## config.mk

```make
export PLATFORM = sky130hd
export DESIGN_NAME = ultrasonic_tank_level_meter_unit_flat
export DESIGN_NICKNAME = d
export VERILOG_FILES = /design/src/utlm_pkg.sv /design/src/utlm_in_if.sv /design/src/utlm_out_if.sv /design/src/utlm_cfg_if.sv /design/src/utlm_ctrl.sv /design/src/utlm_dp.sv /design/src/ultrasonic_tank_level_meter_unit.sv /design/src/flat_wrapper.sv
export SDC_FILE = /design/constraint.sdc
export NUM_CORES = 1
export LEC_CHECK = 0
export ABC_AREA = 1
export BUFFER_PORTS_ARGS = -buffer_cell sky130_fd_sc_hd__buf_4
export CORE_MARGIN = 2
export CORE_UTILIZATION = 25
export CTS_BUF_LIST = sky130_fd_sc_hd__clkbuf_4 sky130_fd_sc_hd__clkbuf_8 sky130_fd_sc_hd__clkbuf_16
export DETAILED_ROUTE_END_ITERATION = 12
export PLACE_DENSITY_LB_ADDON = 0.12
export SETUP_SLACK_MARGIN = 0.3
export SYNTH_ARGS = -nofsm -noshare
export SYNTH_HDL_FRONTEND = slang
export SYNTH_SLANG_ARGS = --single-unit
```

## constraint.sdc

```tcl
create_clock -name i_clk -period 3.8 [get_ports i_clk]
set_input_delay 0.19 -clock i_clk [delete_from_list [all_inputs] [get_ports i_clk]]
set_output_delay 0.19 -clock i_clk [all_outputs]
set_load 0.1 [all_outputs]
```

## src/utlm_pkg.sv

```systemverilog
package utlm_pkg;

    // default build parameters
    localparam int TRIG_LOW_TICKS  = 2;
    localparam int TRIG_HIGH_TICKS = 10;
    localparam int COUNT_BITS      = 16;

    // fixed field widths
    localparam int CFG_W       = 16;
    localparam int CFG_IDX_W   = 8;
    localparam int STATUS_W    = 2;
    localparam int LEVEL_W     = 10;
    localparam int LEVEL_SCALE = 1000;

    // register reset values
    localparam logic [CFG_W-1:0] TIMEOUT_RST = 16'd30000;
    localparam logic [CFG_W-1:0] HEIGHT_RST  = 16'd684;

    // register map
    typedef enum logic [CFG_IDX_W-1:0] {
        REG_TIMEOUT = 8'd0,
        REG_HEIGHT  = 8'd1
    } t_reg_idx;

    // measurement phase
    typedef enum logic [2:0] {
        PH_IDLE      = 3'd0,
        PH_TRIG_LOW  = 3'd1,
        PH_TRIG_HIGH = 3'd2,
        PH_WAIT_RISE = 3'd3,
        PH_MEASURE   = 3'd4
    } t_phase;

    // result status codes
    typedef enum logic [STATUS_W-1:0] {
        ST_OK       = 2'd0,
        ST_NO_RISE  = 2'd1,
        ST_TOO_LONG = 2'd2
    } t_status;

    // controller states
    typedef enum logic [1:0] {
        C_IDLE = 2'd0,
        C_MUL  = 2'd1,
        C_DIV  = 2'd2
    } t_ctrl_state;

    // controller to datapath
    typedef struct packed {
        logic step;
        logic load_direct;
        logic mul;
        logic div;
        logic load_div;
    } t_dp_cmd;

    // datapath to controller
    typedef struct packed {
        logic out_free;
        logic need_div;
        logic div_last;
    } t_dp_status;

endpackage

```

## src/utlm_in_if.sv

```systemverilog
interface utlm_in_if;
    logic valid;
    logic ready;
    logic start_req;
    logic echo_level;

    modport source (output valid, output start_req, output echo_level, input ready);
    modport sink (input valid, input start_req, input echo_level, output ready);
endinterface

```

## src/utlm_out_if.sv

```systemverilog
interface utlm_out_if;
    logic                           valid;
    logic                           ready;
    logic                           trigger_level;
    logic                           busy_res;
    logic                           done_res;
    logic [utlm_pkg::STATUS_W-1:0]  status;
    logic [utlm_pkg::LEVEL_W-1:0]   level_permille;

    modport source (output valid, output trigger_level, output busy_res, output done_res,
                    output status, output level_permille, input ready);
    modport sink (input valid, input trigger_level, input busy_res, input done_res,
                  input status, input level_permille, output ready);
endinterface

```

## src/utlm_cfg_if.sv

```systemverilog
interface utlm_cfg_if;
    logic                           valid;
    logic                           ready;
    logic [utlm_pkg::CFG_IDX_W-1:0] index;
    logic [utlm_pkg::CFG_W-1:0]     data;

    modport source (output valid, output index, output data, input ready);
    modport sink (input valid, input index, input data, output ready);
endinterface

```

## src/utlm_ctrl.sv

```systemverilog
module utlm_ctrl (
    input  logic                  i_clk,
    input  logic                  i_rst_n,
    input  logic                  i_in_valid,
    input  utlm_pkg::t_dp_status  i_status,
    output logic                  o_in_ready,
    output utlm_pkg::t_dp_cmd     o_cmd
);

    utlm_pkg::t_ctrl_state r_state;
    utlm_pkg::t_ctrl_state n_state;

    // state register
    always_ff @(posedge i_clk) begin
        if (!i_rst_n) begin
            r_state <= utlm_pkg::C_IDLE;
        end else begin
            r_state <= n_state;
        end
    end

    // next state and commands
    always_comb begin
        n_state    = r_state;
        o_in_ready = 1'b0;
        o_cmd      = '0;
        case (r_state)
            utlm_pkg::C_IDLE: begin
                o_in_ready = i_status.out_free;
                if (i_in_valid && i_status.out_free) begin
                    o_cmd.step = 1'b1;
                    if (i_status.need_div) begin
                        n_state = utlm_pkg::C_MUL;
                    end else begin
                        o_cmd.load_direct = 1'b1;
                    end
                end
            end
            utlm_pkg::C_MUL: begin
                o_cmd.mul = 1'b1;
                n_state   = utlm_pkg::C_DIV;
            end
            utlm_pkg::C_DIV: begin
                o_cmd.div = 1'b1;
                if (i_status.div_last) begin
                    o_cmd.load_div = 1'b1;
                    n_state        = utlm_pkg::C_IDLE;
                end
            end
            default: begin
                n_state = utlm_pkg::C_IDLE;
            end
        endcase
    end

endmodule

```

## src/utlm_dp.sv

```systemverilog
module utlm_dp #(
    parameter int TRIG_LOW_TICKS  = utlm_pkg::TRIG_LOW_TICKS,
    parameter int TRIG_HIGH_TICKS = utlm_pkg::TRIG_HIGH_TICKS,
    parameter int COUNT_BITS      = utlm_pkg::COUNT_BITS
) (
    input  logic                            i_clk,
    input  logic                            i_rst_n,
    input  utlm_pkg::t_dp_cmd               i_cmd,
    output utlm_pkg::t_dp_status            o_status,
    input  logic                            i_start_req,
    input  logic                            i_echo_level,
    input  logic                            i_cfg_we,
    input  logic [utlm_pkg::CFG_IDX_W-1:0]  i_cfg_index,
    input  logic [utlm_pkg::CFG_W-1:0]      i_cfg_data,
    input  logic                            i_out_ready,
    output logic                            o_out_valid,
    output logic                            o_trigger_level,
    output logic                            o_busy_res,
    output logic                            o_done_res,
    output logic [utlm_pkg::STATUS_W-1:0]   o_status_code,
    output logic [utlm_pkg::LEVEL_W-1:0]    o_level_permille
);

    localparam int CMP_W  = (COUNT_BITS > utlm_pkg::CFG_W) ? COUNT_BITS : utlm_pkg::CFG_W;
    localparam int PROD_W = utlm_pkg::CFG_W + utlm_pkg::LEVEL_W;
    localparam int BIT_W  = $clog2(utlm_pkg::LEVEL_W);
    localparam logic [COUNT_BITS-1:0] CNT_MAX = '1;

    // configuration
    logic [utlm_pkg::CFG_W-1:0]    r_timeout;
    logic [utlm_pkg::CFG_W-1:0]    r_height;

    // measurement state
    utlm_pkg::t_phase              r_phase;
    logic [COUNT_BITS-1:0]         r_ticks;
    logic [COUNT_BITS-1:0]         r_width;

    // level arithmetic
    logic [utlm_pkg::CFG_W-1:0]    r_diff;
    logic [PROD_W-1:0]             r_rem;
    logic [utlm_pkg::LEVEL_W-1:0]  r_quot;
    logic [BIT_W-1:0]              r_bit;

    // result register
    logic                          r_out_valid;
    logic                          r_trig;
    logic                          r_busy;
    logic                          r_done;
    utlm_pkg::t_status             r_stat;
    logic [utlm_pkg::LEVEL_W-1:0]  r_level;

    // tick step
    utlm_pkg::t_phase              cur_phase;
    logic [COUNT_BITS-1:0]         cur_ticks;
    logic [COUNT_BITS-1:0]         ticks_inc;
    utlm_pkg::t_phase              n_phase;
    logic [COUNT_BITS-1:0]         n_ticks;
    logic [COUNT_BITS-1:0]         n_width;
    logic                          tk_trig;
    logic                          tk_done;
    utlm_pkg::t_status             tk_stat;
    logic                          tk_need_div;
    logic                          width_lt_h;
    logic [utlm_pkg::CFG_W-1:0]    diff;

    // divider step
    logic [PROD_W-1:0]             cand;
    logic                          take;
    logic [utlm_pkg::LEVEL_W-1:0]  n_quot;

    assign width_lt_h = CMP_W'(r_width) < CMP_W'(r_height);
    assign diff       = utlm_pkg::CFG_W'(CMP_W'(r_height) - CMP_W'(r_width));
    assign ticks_inc  = cur_ticks + 1'b1;

    // one tick of the ranging sequence
    always_comb begin
        cur_phase = r_phase;
        cur_ticks = r_ticks;
        if (r_phase == utlm_pkg::PH_IDLE && i_start_req) begin
            cur_phase = utlm_pkg::PH_TRIG_LOW;
            cur_ticks = '0;
        end
        n_phase     = cur_phase;
        n_ticks     = cur_ticks;
        n_width     = r_width;
        tk_trig     = 1'b0;
        tk_done     = 1'b0;
        tk_stat     = utlm_pkg::ST_OK;
        tk_need_div = 1'b0;
        case (cur_phase)
            utlm_pkg::PH_TRIG_LOW: begin
                if (CMP_W'(ticks_inc) >= CMP_W'(TRIG_LOW_TICKS)) begin
                    n_phase = utlm_pkg::PH_TRIG_HIGH;
                    n_ticks = '0;
                end else begin
                    n_ticks = ticks_inc;
                end
            end
            utlm_pkg::PH_TRIG_HIGH: begin
                tk_trig = 1'b1;
                if (CMP_W'(ticks_inc) >= CMP_W'(TRIG_HIGH_TICKS)) begin
                    n_phase = utlm_pkg::PH_WAIT_RISE;
                    n_ticks = '0;
                end else begin
                    n_ticks = ticks_inc;
                end
            end
            utlm_pkg::PH_WAIT_RISE: begin
                if (i_echo_level) begin
                    n_phase = utlm_pkg::PH_MEASURE;
                    n_width = COUNT_BITS'(1);
                    n_ticks = '0;
                end else if (CMP_W'(cur_ticks) >= CMP_W'(r_timeout) ||
                             cur_ticks == CNT_MAX) begin
                    n_phase = utlm_pkg::PH_IDLE;
                    n_ticks = '0;
                    tk_done = 1'b1;
                    tk_stat = utlm_pkg::ST_NO_RISE;
                end else begin
                    n_ticks = ticks_inc;
                end
            end
            utlm_pkg::PH_MEASURE: begin
                if (!i_echo_level) begin
                    n_phase     = utlm_pkg::PH_IDLE;
                    tk_done     = 1'b1;
                    tk_need_div = width_lt_h;
                end else if (CMP_W'(r_width) >= CMP_W'(r_timeout) ||
                             r_width == CNT_MAX) begin
                    n_phase = utlm_pkg::PH_IDLE;
                    tk_done = 1'b1;
                    tk_stat = utlm_pkg::ST_TOO_LONG;
                end else begin
                    n_width = r_width + 1'b1;
                end
            end
            default: begin
                n_phase = utlm_pkg::PH_IDLE;
            end
        endcase
    end

    // restoring divide, one quotient bit per cycle, msb first
    always_comb begin
        cand          = PROD_W'(r_height) << r_bit;
        take          = r_rem >= cand;
        n_quot        = r_quot;
        n_quot[r_bit] = take;
    end

    // control state and configuration
    always_ff @(posedge i_clk) begin
        if (!i_rst_n) begin
            r_timeout   <= utlm_pkg::TIMEOUT_RST;
            r_height    <= utlm_pkg::HEIGHT_RST;
            r_phase     <= utlm_pkg::PH_IDLE;
            r_ticks     <= '0;
            r_width     <= '0;
            r_out_valid <= 1'b0;
        end else begin
            if (i_cfg_we && i_cfg_index == utlm_pkg::REG_TIMEOUT) begin
                r_timeout <= i_cfg_data;
            end
            if (i_cfg_we && i_cfg_index == utlm_pkg::REG_HEIGHT) begin
                r_height <= i_cfg_data;
            end
            if (i_cmd.step) begin
                r_phase <= n_phase;
                r_ticks <= n_ticks;
                r_width <= n_width;
            end
            if (i_cmd.load_direct || i_cmd.load_div) begin
                r_out_valid <= 1'b1;
            end else if (i_out_ready) begin
                r_out_valid <= 1'b0;
            end
        end
    end

    // arithmetic and result payload
    always_ff @(posedge i_clk) begin
        if (i_cmd.step) begin
            r_diff <= diff;
        end
        if (i_cmd.mul) begin
            r_rem  <= PROD_W'(r_diff) * PROD_W'(utlm_pkg::LEVEL_SCALE);
            r_quot <= '0;
            r_bit  <= BIT_W'(utlm_pkg::LEVEL_W - 1);
        end
        if (i_cmd.div) begin
            if (take) begin
                r_rem <= r_rem - cand;
            end
            r_quot <= n_quot;
            r_bit  <= r_bit - 1'b1;
        end
        if (i_cmd.load_direct) begin
            r_trig  <= tk_trig;
            r_busy  <= (n_phase != utlm_pkg::PH_IDLE);
            r_done  <= tk_done;
            r_stat  <= tk_stat;
            r_level <= '0;
        end
        if (i_cmd.load_div) begin
            r_trig  <= 1'b0;
            r_busy  <= 1'b0;
            r_done  <= 1'b1;
            r_stat  <= utlm_pkg::ST_OK;
            r_level <= n_quot;
        end
    end

    assign o_status.out_free = !r_out_valid || i_out_ready;
    assign o_status.need_div = tk_need_div;
    assign o_status.div_last = (r_bit == '0);

    assign o_out_valid      = r_out_valid;
    assign o_trigger_level  = r_trig;
    assign o_busy_res       = r_busy;
    assign o_done_res       = r_done;
    assign o_status_code    = utlm_pkg::STATUS_W'(r_stat);
    assign o_level_permille = r_level;

`ifndef SYNTHESIS
    // the divider only starts once the result register has drained
    a_mul_out_empty: assert property (@(posedge i_clk) disable iff (!i_rst_n)
        i_cmd.mul |-> !r_out_valid)
        else $error("divide started with a result still pending");

    // level loads together with the last quotient bit
    a_div_last_bit: assert property (@(posedge i_clk) disable iff (!i_rst_n)
        i_cmd.load_div |-> (r_bit == '0))
        else $error("level loaded before last quotient bit");

    // quotient never exceeds full scale
    a_level_range: assert property (@(posedge i_clk) disable iff (!i_rst_n)
        i_cmd.load_div |-> (n_quot <= utlm_pkg::LEVEL_W'(utlm_pkg::LEVEL_SCALE)))
        else $error("level above full scale");

    // echo width counts from one once the echo has risen
    a_width_nonzero: assert property (@(posedge i_clk) disable iff (!i_rst_n)
        (r_phase == utlm_pkg::PH_MEASURE) |-> (r_width != '0))
        else $error("zero echo width while measuring");
`endif

endmodule

```

## src/ultrasonic_tank_level_meter_unit.sv

```systemverilog
// Ultrasonic tank level meter. Each input word is one microsecond tick with a
// start request and the sampled echo level; each tick gives exactly one result
// word with the trigger drive, busy, done, status and the fill level in tenths
// of a percent. The tick that ends a measurement with an ok status and an
// echo shorter than a nonzero tank height also runs the (height - width) *
// 1000 multiply and then the restoring divider, which yields the ten-bit
// level one quotient bit per cycle; other ticks load their result directly.
// Results sit in an output register; the next tick is taken as soon as that
// register is empty or being read and no divide is running.
// Registers: 0 timeout_us (reset 30000), 1 tank_height_us (reset 684); write
// them only while no tick is in flight. Other indexes are ignored.
module ultrasonic_tank_level_meter_unit #(
    parameter int TRIG_LOW_TICKS  = utlm_pkg::TRIG_LOW_TICKS,
    parameter int TRIG_HIGH_TICKS = utlm_pkg::TRIG_HIGH_TICKS,
    parameter int COUNT_BITS      = utlm_pkg::COUNT_BITS
) (
    input  logic         i_clk,
    input  logic         i_rst_n,
    utlm_in_if.sink      i_in,
    utlm_out_if.source   o_out,
    utlm_cfg_if.sink     i_cfg
);

    utlm_pkg::t_dp_cmd    cmd;
    utlm_pkg::t_dp_status dp_status;
    logic                 in_ready;

    assign i_in.ready  = in_ready;
    assign i_cfg.ready = 1'b1;

    // sequencer
    utlm_ctrl u_ctrl (
        .i_clk      (i_clk),
        .i_rst_n    (i_rst_n),
        .i_in_valid (i_in.valid),
        .i_status   (dp_status),
        .o_in_ready (in_ready),
        .o_cmd      (cmd)
    );

    // counters, divider and result register
    utlm_dp #(
        .TRIG_LOW_TICKS  (TRIG_LOW_TICKS),
        .TRIG_HIGH_TICKS (TRIG_HIGH_TICKS),
        .COUNT_BITS      (COUNT_BITS)
    ) u_dp (
        .i_clk            (i_clk),
        .i_rst_n          (i_rst_n),
        .i_cmd            (cmd),
        .o_status         (dp_status),
        .i_start_req      (i_in.start_req),
        .i_echo_level     (i_in.echo_level),
        .i_cfg_we         (i_cfg.valid),
        .i_cfg_index      (i_cfg.index),
        .i_cfg_data       (i_cfg.data),
        .i_out_ready      (o_out.ready),
        .o_out_valid      (o_out.valid),
        .o_trigger_level  (o_out.trigger_level),
        .o_busy_res       (o_out.busy_res),
        .o_done_res       (o_out.done_res),
        .o_status_code    (o_out.status),
        .o_level_permille (o_out.level_permille)
    );

endmodule
```

## src/flat_wrapper.sv

```systemverilog
// flat-port wrapper written by rule: the top's interface ports become plain ports
module ultrasonic_tank_level_meter_unit_flat 
#(
    parameter int TRIG_LOW_TICKS  = utlm_pkg::TRIG_LOW_TICKS,
    parameter int TRIG_HIGH_TICKS = utlm_pkg::TRIG_HIGH_TICKS,
    parameter int COUNT_BITS      = utlm_pkg::COUNT_BITS
)
  (i_clk, i_rst_n, i_in_valid, i_in_start_req, i_in_echo_level, i_in_ready, o_out_valid, o_out_trigger_level, o_out_busy_res, o_out_done_res, o_out_status, o_out_level_permille, o_out_ready, i_cfg_valid, i_cfg_index, i_cfg_data, i_cfg_ready);
  utlm_in_if i_in_i ();
  utlm_out_if o_out_i ();
  utlm_cfg_if i_cfg_i ();
  input  logic i_clk;
  input  logic i_rst_n;
  input wire logic [$bits(i_in_i.valid)-1:0] i_in_valid;
  input wire logic [$bits(i_in_i.start_req)-1:0] i_in_start_req;
  input wire logic [$bits(i_in_i.echo_level)-1:0] i_in_echo_level;
  output wire logic [$bits(i_in_i.ready)-1:0] i_in_ready;
  output wire logic [$bits(o_out_i.valid)-1:0] o_out_valid;
  output wire logic [$bits(o_out_i.trigger_level)-1:0] o_out_trigger_level;
  output wire logic [$bits(o_out_i.busy_res)-1:0] o_out_busy_res;
  output wire logic [$bits(o_out_i.done_res)-1:0] o_out_done_res;
  output wire logic [$bits(o_out_i.status)-1:0] o_out_status;
  output wire logic [$bits(o_out_i.level_permille)-1:0] o_out_level_permille;
  input wire logic [$bits(o_out_i.ready)-1:0] o_out_ready;
  input wire logic [$bits(i_cfg_i.valid)-1:0] i_cfg_valid;
  input wire logic [$bits(i_cfg_i.index)-1:0] i_cfg_index;
  input wire logic [$bits(i_cfg_i.data)-1:0] i_cfg_data;
  output wire logic [$bits(i_cfg_i.ready)-1:0] i_cfg_ready;
  assign i_in_i.valid = i_in_valid;
  assign i_in_i.start_req = i_in_start_req;
  assign i_in_i.echo_level = i_in_echo_level;
  assign i_in_ready = i_in_i.ready;
  assign o_out_valid = o_out_i.valid;
  assign o_out_trigger_level = o_out_i.trigger_level;
  assign o_out_busy_res = o_out_i.busy_res;
  assign o_out_done_res = o_out_i.done_res;
  assign o_out_status = o_out_i.status;
  assign o_out_level_permille = o_out_i.level_permille;
  assign o_out_i.ready = o_out_ready;
  assign i_cfg_i.valid = i_cfg_valid;
  assign i_cfg_i.index = i_cfg_index;
  assign i_cfg_i.data = i_cfg_data;
  assign i_cfg_ready = i_cfg_i.ready;
  ultrasonic_tank_level_meter_unit #(.TRIG_LOW_TICKS(TRIG_LOW_TICKS), .TRIG_HIGH_TICKS(TRIG_HIGH_TICKS), .COUNT_BITS(COUNT_BITS)) u_core (.i_clk(i_clk), .i_rst_n(i_rst_n), .i_in(i_in_i), .o_out(o_out_i), .i_cfg(i_cfg_i));
endmodule
```

==> run summary <==
Nets -> 2253
Number of DRC markers in iteration 0 -> 566
Number of synthesized flops with an enable pin -> 39
Final Max Tran Viols -> 0
CTS clk-pin slew, worst paths -> 0.07 ns
Worst Setup Start Kind -> flip-flop
Fillers -> 5624
Sw frac -> 42.3%
#FFs+latches synth -> 140
Global-route wire length before repair -> 67800 um
Drt wl/cell -> 15.6 um
Share of layout cells above drive strength 1 -> 26.1%
Worst IR Drop VDD -> 0.352 mV
CP max FO -> 3
GRT Resource Usage Total -> 16.1%
Largest net degree at the start of global routing -> 41
Peak Freq -> 0.246 GHz
CP required -> 4.21 ns
M1 WL -> 21200 um
Ys Warns -> 0
Setup CP Type -> reg2reg
Core Box Area -> 51500 um^2
DRC violations left -> 0
Area growth, synth to finish -> 34.4%
RSZ-0062 raised after global routing -> yes
Setup ws final -> -0.262 ns
Post-synthesis sequential area ratio -> 24.4%
Synth cell types -> 57
Syn_area_per_cell -> 7.30 um^2
Post-Syn Nets -> 2012
First-pass iteration count of the detailed router -> 5
H-Tree Depth -> 4
CP most frequent cell -> inv_2
Max-cap violations -> 0
P_leak -> 7.90 nW
Initial Util -> 25.4%
CP Cell Sequence -> fa_1, fa_1, inv_2, fa_2, fa_2, inv_2, ha_4, nand2_4, o21ai_2, nand2_1, o211ai_1, a31oi_2, buf_4, buf_6, inv_2, nand2_1, a21oi_1, a21oi_1, o21ai_1
Fin crit share -> 107%
FFs w/ async S/R, synth -> 0%
Worst-Skew Late Latency -> 0.48 ns
Clock Path Buffers -> 2
I/O pins -> 49
Post-Route WL -> 42400 um
Worst Path Arrival -> 4.47 ns
Logic pwr share -> 61.3%
Die Area -> 54100 um^2
Antenna-violating nets left -> 0
Grt ovf -> 0
Failing checks -> setup timing
Final hold vios -> 0
Switching power -> 3.88 mW
Die Y-Extent -> 233 um
Port buffer count -> 47
Clk root buf -> clkbuf_16
Mapped Cells -> 1788
Initial antenna violation count -> 0
DR WL met2 -> 19200 um
Drt via density -> 4.63
Internal Power -> 5.29 mW
Chip width -> 233 um
Final min period -> 4.06 ns
Clock Sinks -> 140
Setup TNS Final -> -2.65 ns
Clk pwr share -> 19.0%
Sequential Power Share -> 19.7%
Rel. slew slack -> 26.8%
Top Metal Used -> met4
DR WL met3 -> 1260 um
Crit. End Element -> flip-flop
Worst hold path class -> in2reg
Vias in the first global route -> 12700
Number of diodes -> 0
Register area -> 3190 um^2
GP Congestion -> 0.813
CP peak stage delay -> 0.62 ns
Area of the multi-input gates -> 9710 um^2
Slowest-stage cell, CP -> fa_1
Inserted Clock Buffers -> 17
Routed vias -> 12600
Hold slack final -> 0.0274 ns
Placed cell area -> 15500 um^2
Num rows -> 83
Status -> finished with violations
Worst Skew -> 0.0150 ns
Post-DP HPWL -> 33800 um
Final instance area -> 17600 um^2
Setup violators final -> 15
Worst-Margin Slew -> 1.09 ns
Most used DFF post-synth -> dfxtp_1
Synthesized area -> 13100 um^2
PD cells -> 522 nW/um^2
CTS tree -> yes
[power by group through the flow]
stage | logic (mW) | registers, mW | clock network, mW
floorplan | 2.82 | 1.88 | 0
global placement | 4.64 | 1.82 | 0
detailed placement | 4.63 | 1.82 | 0
CTS | 5.29 | 1.80 | 1.81
global route | 6.22 | 1.82 | 1.86
finish | 5.62 | 1.81 | 1.74
[layout make-up]
cell class	instances	area share [%]
Sequential cell	140	18.2
Inverter	261	5.77
Clock buffer	17	2.42
Timing Repair Buffer	270	12.4
Clock inverter	15	0.998
Multi-Input combinational cell	1338	55.3
Tap cell	680	4.85
Timing Repair inverter	1	0.0499
[timing repair]
action / in CTS / in global routing
hold endpoints to repair: 15 / 0
setup endpoints to repair: 45 / 49
hold buffers: 12 / 0
pin swaps: 46 / 28
setup buffers: 28 / 13
cloned: 0 / 2
gates resized for setup: 139 / 121
[routing by layer]
metal  vias to the layer above  track usage, %
met3                        45            2.94
met2                       172            25.8
met5                         -               0
li1                       6453               -
met1                      5934            22.0
met4                         0            4.74
[cell usage after synthesis (7+ instances only)]
master	count	area, um^2
nand2_1	348	1310
clkbuf_1	32	120
xnor2_1	22	193
nand4_1	25	156
dfxtp_1	101	2020
fa_1	56	1120
a31oi_1	10	62.6
o211ai_1	21	158
nor3_1	24	120
mux2i_1	8	80.1
ha_1	137	1710
a211oi_1	7	52.6
o21ai_0	128	641
or2_2	16	100
nand3_1	120	601
a22oi_1	7	52.6
nor2_1	135	507
o21bai_1	7	52.6
o21ai_1	7	35.0
edfxtp_1	39	1170
inv_1	251	942
nor4_1	8	50.1
a21oi_1	149	746
xor2_1	39	342
[critical path: cells and delay by family, from the launching register on]
family | cells | cell delay, ns
buffers and inverters | 5 | 0.43
DFF | 1 | 0.45
and+or+nand+nor | 3 | 0.16
AOI/OAI and AO/OA | 6 | 0.67
adders and majority gates | 5 | 2.30
[path summary, 6_finish.rpt]
kind | start | endpoint | slack (ns) | cells past startpoint
max | u_core.u_dp.r_diff[1] | u_core.u_dp.r_rem[15] | -0.26 | 19
min | i_cfg_data[8] | u_core.u_dp.r_height[8] | 0.03 | 3
max reg2reg | u_core.u_dp.r_diff[1] | u_core.u_dp.r_rem[15] | -0.26 | 19
min reg2reg | u_core.u_dp.r_timeout[5] | u_core.u_dp.r_timeout[5] | 0.48 | 2
[kinds of logic (layout without fill, tap and decap cells)]
family / count (synthesis) / after routing / synth area share (%)
xor gates and xnor gates: 61 / 61 / 4.09
DFF: 140 / 140 / 24.4
buffers and inverters: 310 / 564 / 9.33
other: 1 / 1 / 0.0287
and+or+nand+nor: 713 / 713 / 24.4
muxes: 8 / 8 / 0.613
AOI/OAI and AO/OA: 362 / 362 / 15.4
adders and majority gates: 193 / 193 / 21.7
[cells in the final DEF (no fill, tap or decap), drive strengths merged, types with 8 or more instances in the layout]
cell type	netlist	final
inv	257	263
or2	16	16
o211ai	21	21
nand4	27	27
dlygate4sd3	0	12
xor2	39	39
o21ai	135	135
a31oi	10	10
nor2	147	147
dfxtp	101	101
buf	17	257
edfxtp	39	39
mux2i	8	8
a21oi	152	152
nor4	8	8
clkinv	4	9
nand2	355	355
ha	137	137
xnor2	22	22
fa	56	56
clkbuf	32	18
nor3	25	25
nand3	124	124
[metrics by stage]
step,instances,util [%],setup slack [ns],power [mW]
3_5_place_dp,2635,30.2,-0.364,6.45
2_1_floorplan,1788,-,-0.0802,4.70
5_1_grt,2722,34.1,-0.516,9.90
3_3_place_gp,2635,30.2,-0.375,6.46
4_1_cts,2707,32.9,-0.315,8.90
6_report,2722,34.1,-0.262,9.17
[flip-flops by register name (all words and copies together), names as in the netlist, 2 cells and up]
| name | flops |
|---|---|
| u_core.u_dp.r_bit | 4 |
| u_core.u_dp.r_height | 16 |
| u_core.u_dp.r_phase | 3 |
| u_core.u_ctrl.r_state | 2 |
| u_core.u_dp.r_quot | 9 |
| u_core.u_dp.o_level_permille | 10 |
| u_core.u_dp.r_ticks | 16 |
| u_core.u_dp.r_width | 16 |
| u_core.u_dp.r_timeout | 16 |
| u_core.u_dp.o_status_code | 2 |
| u_core.u_dp.r_rem | 26 |
| u_core.u_dp.r_diff | 16 |
(Power assumes the default switching activity.)
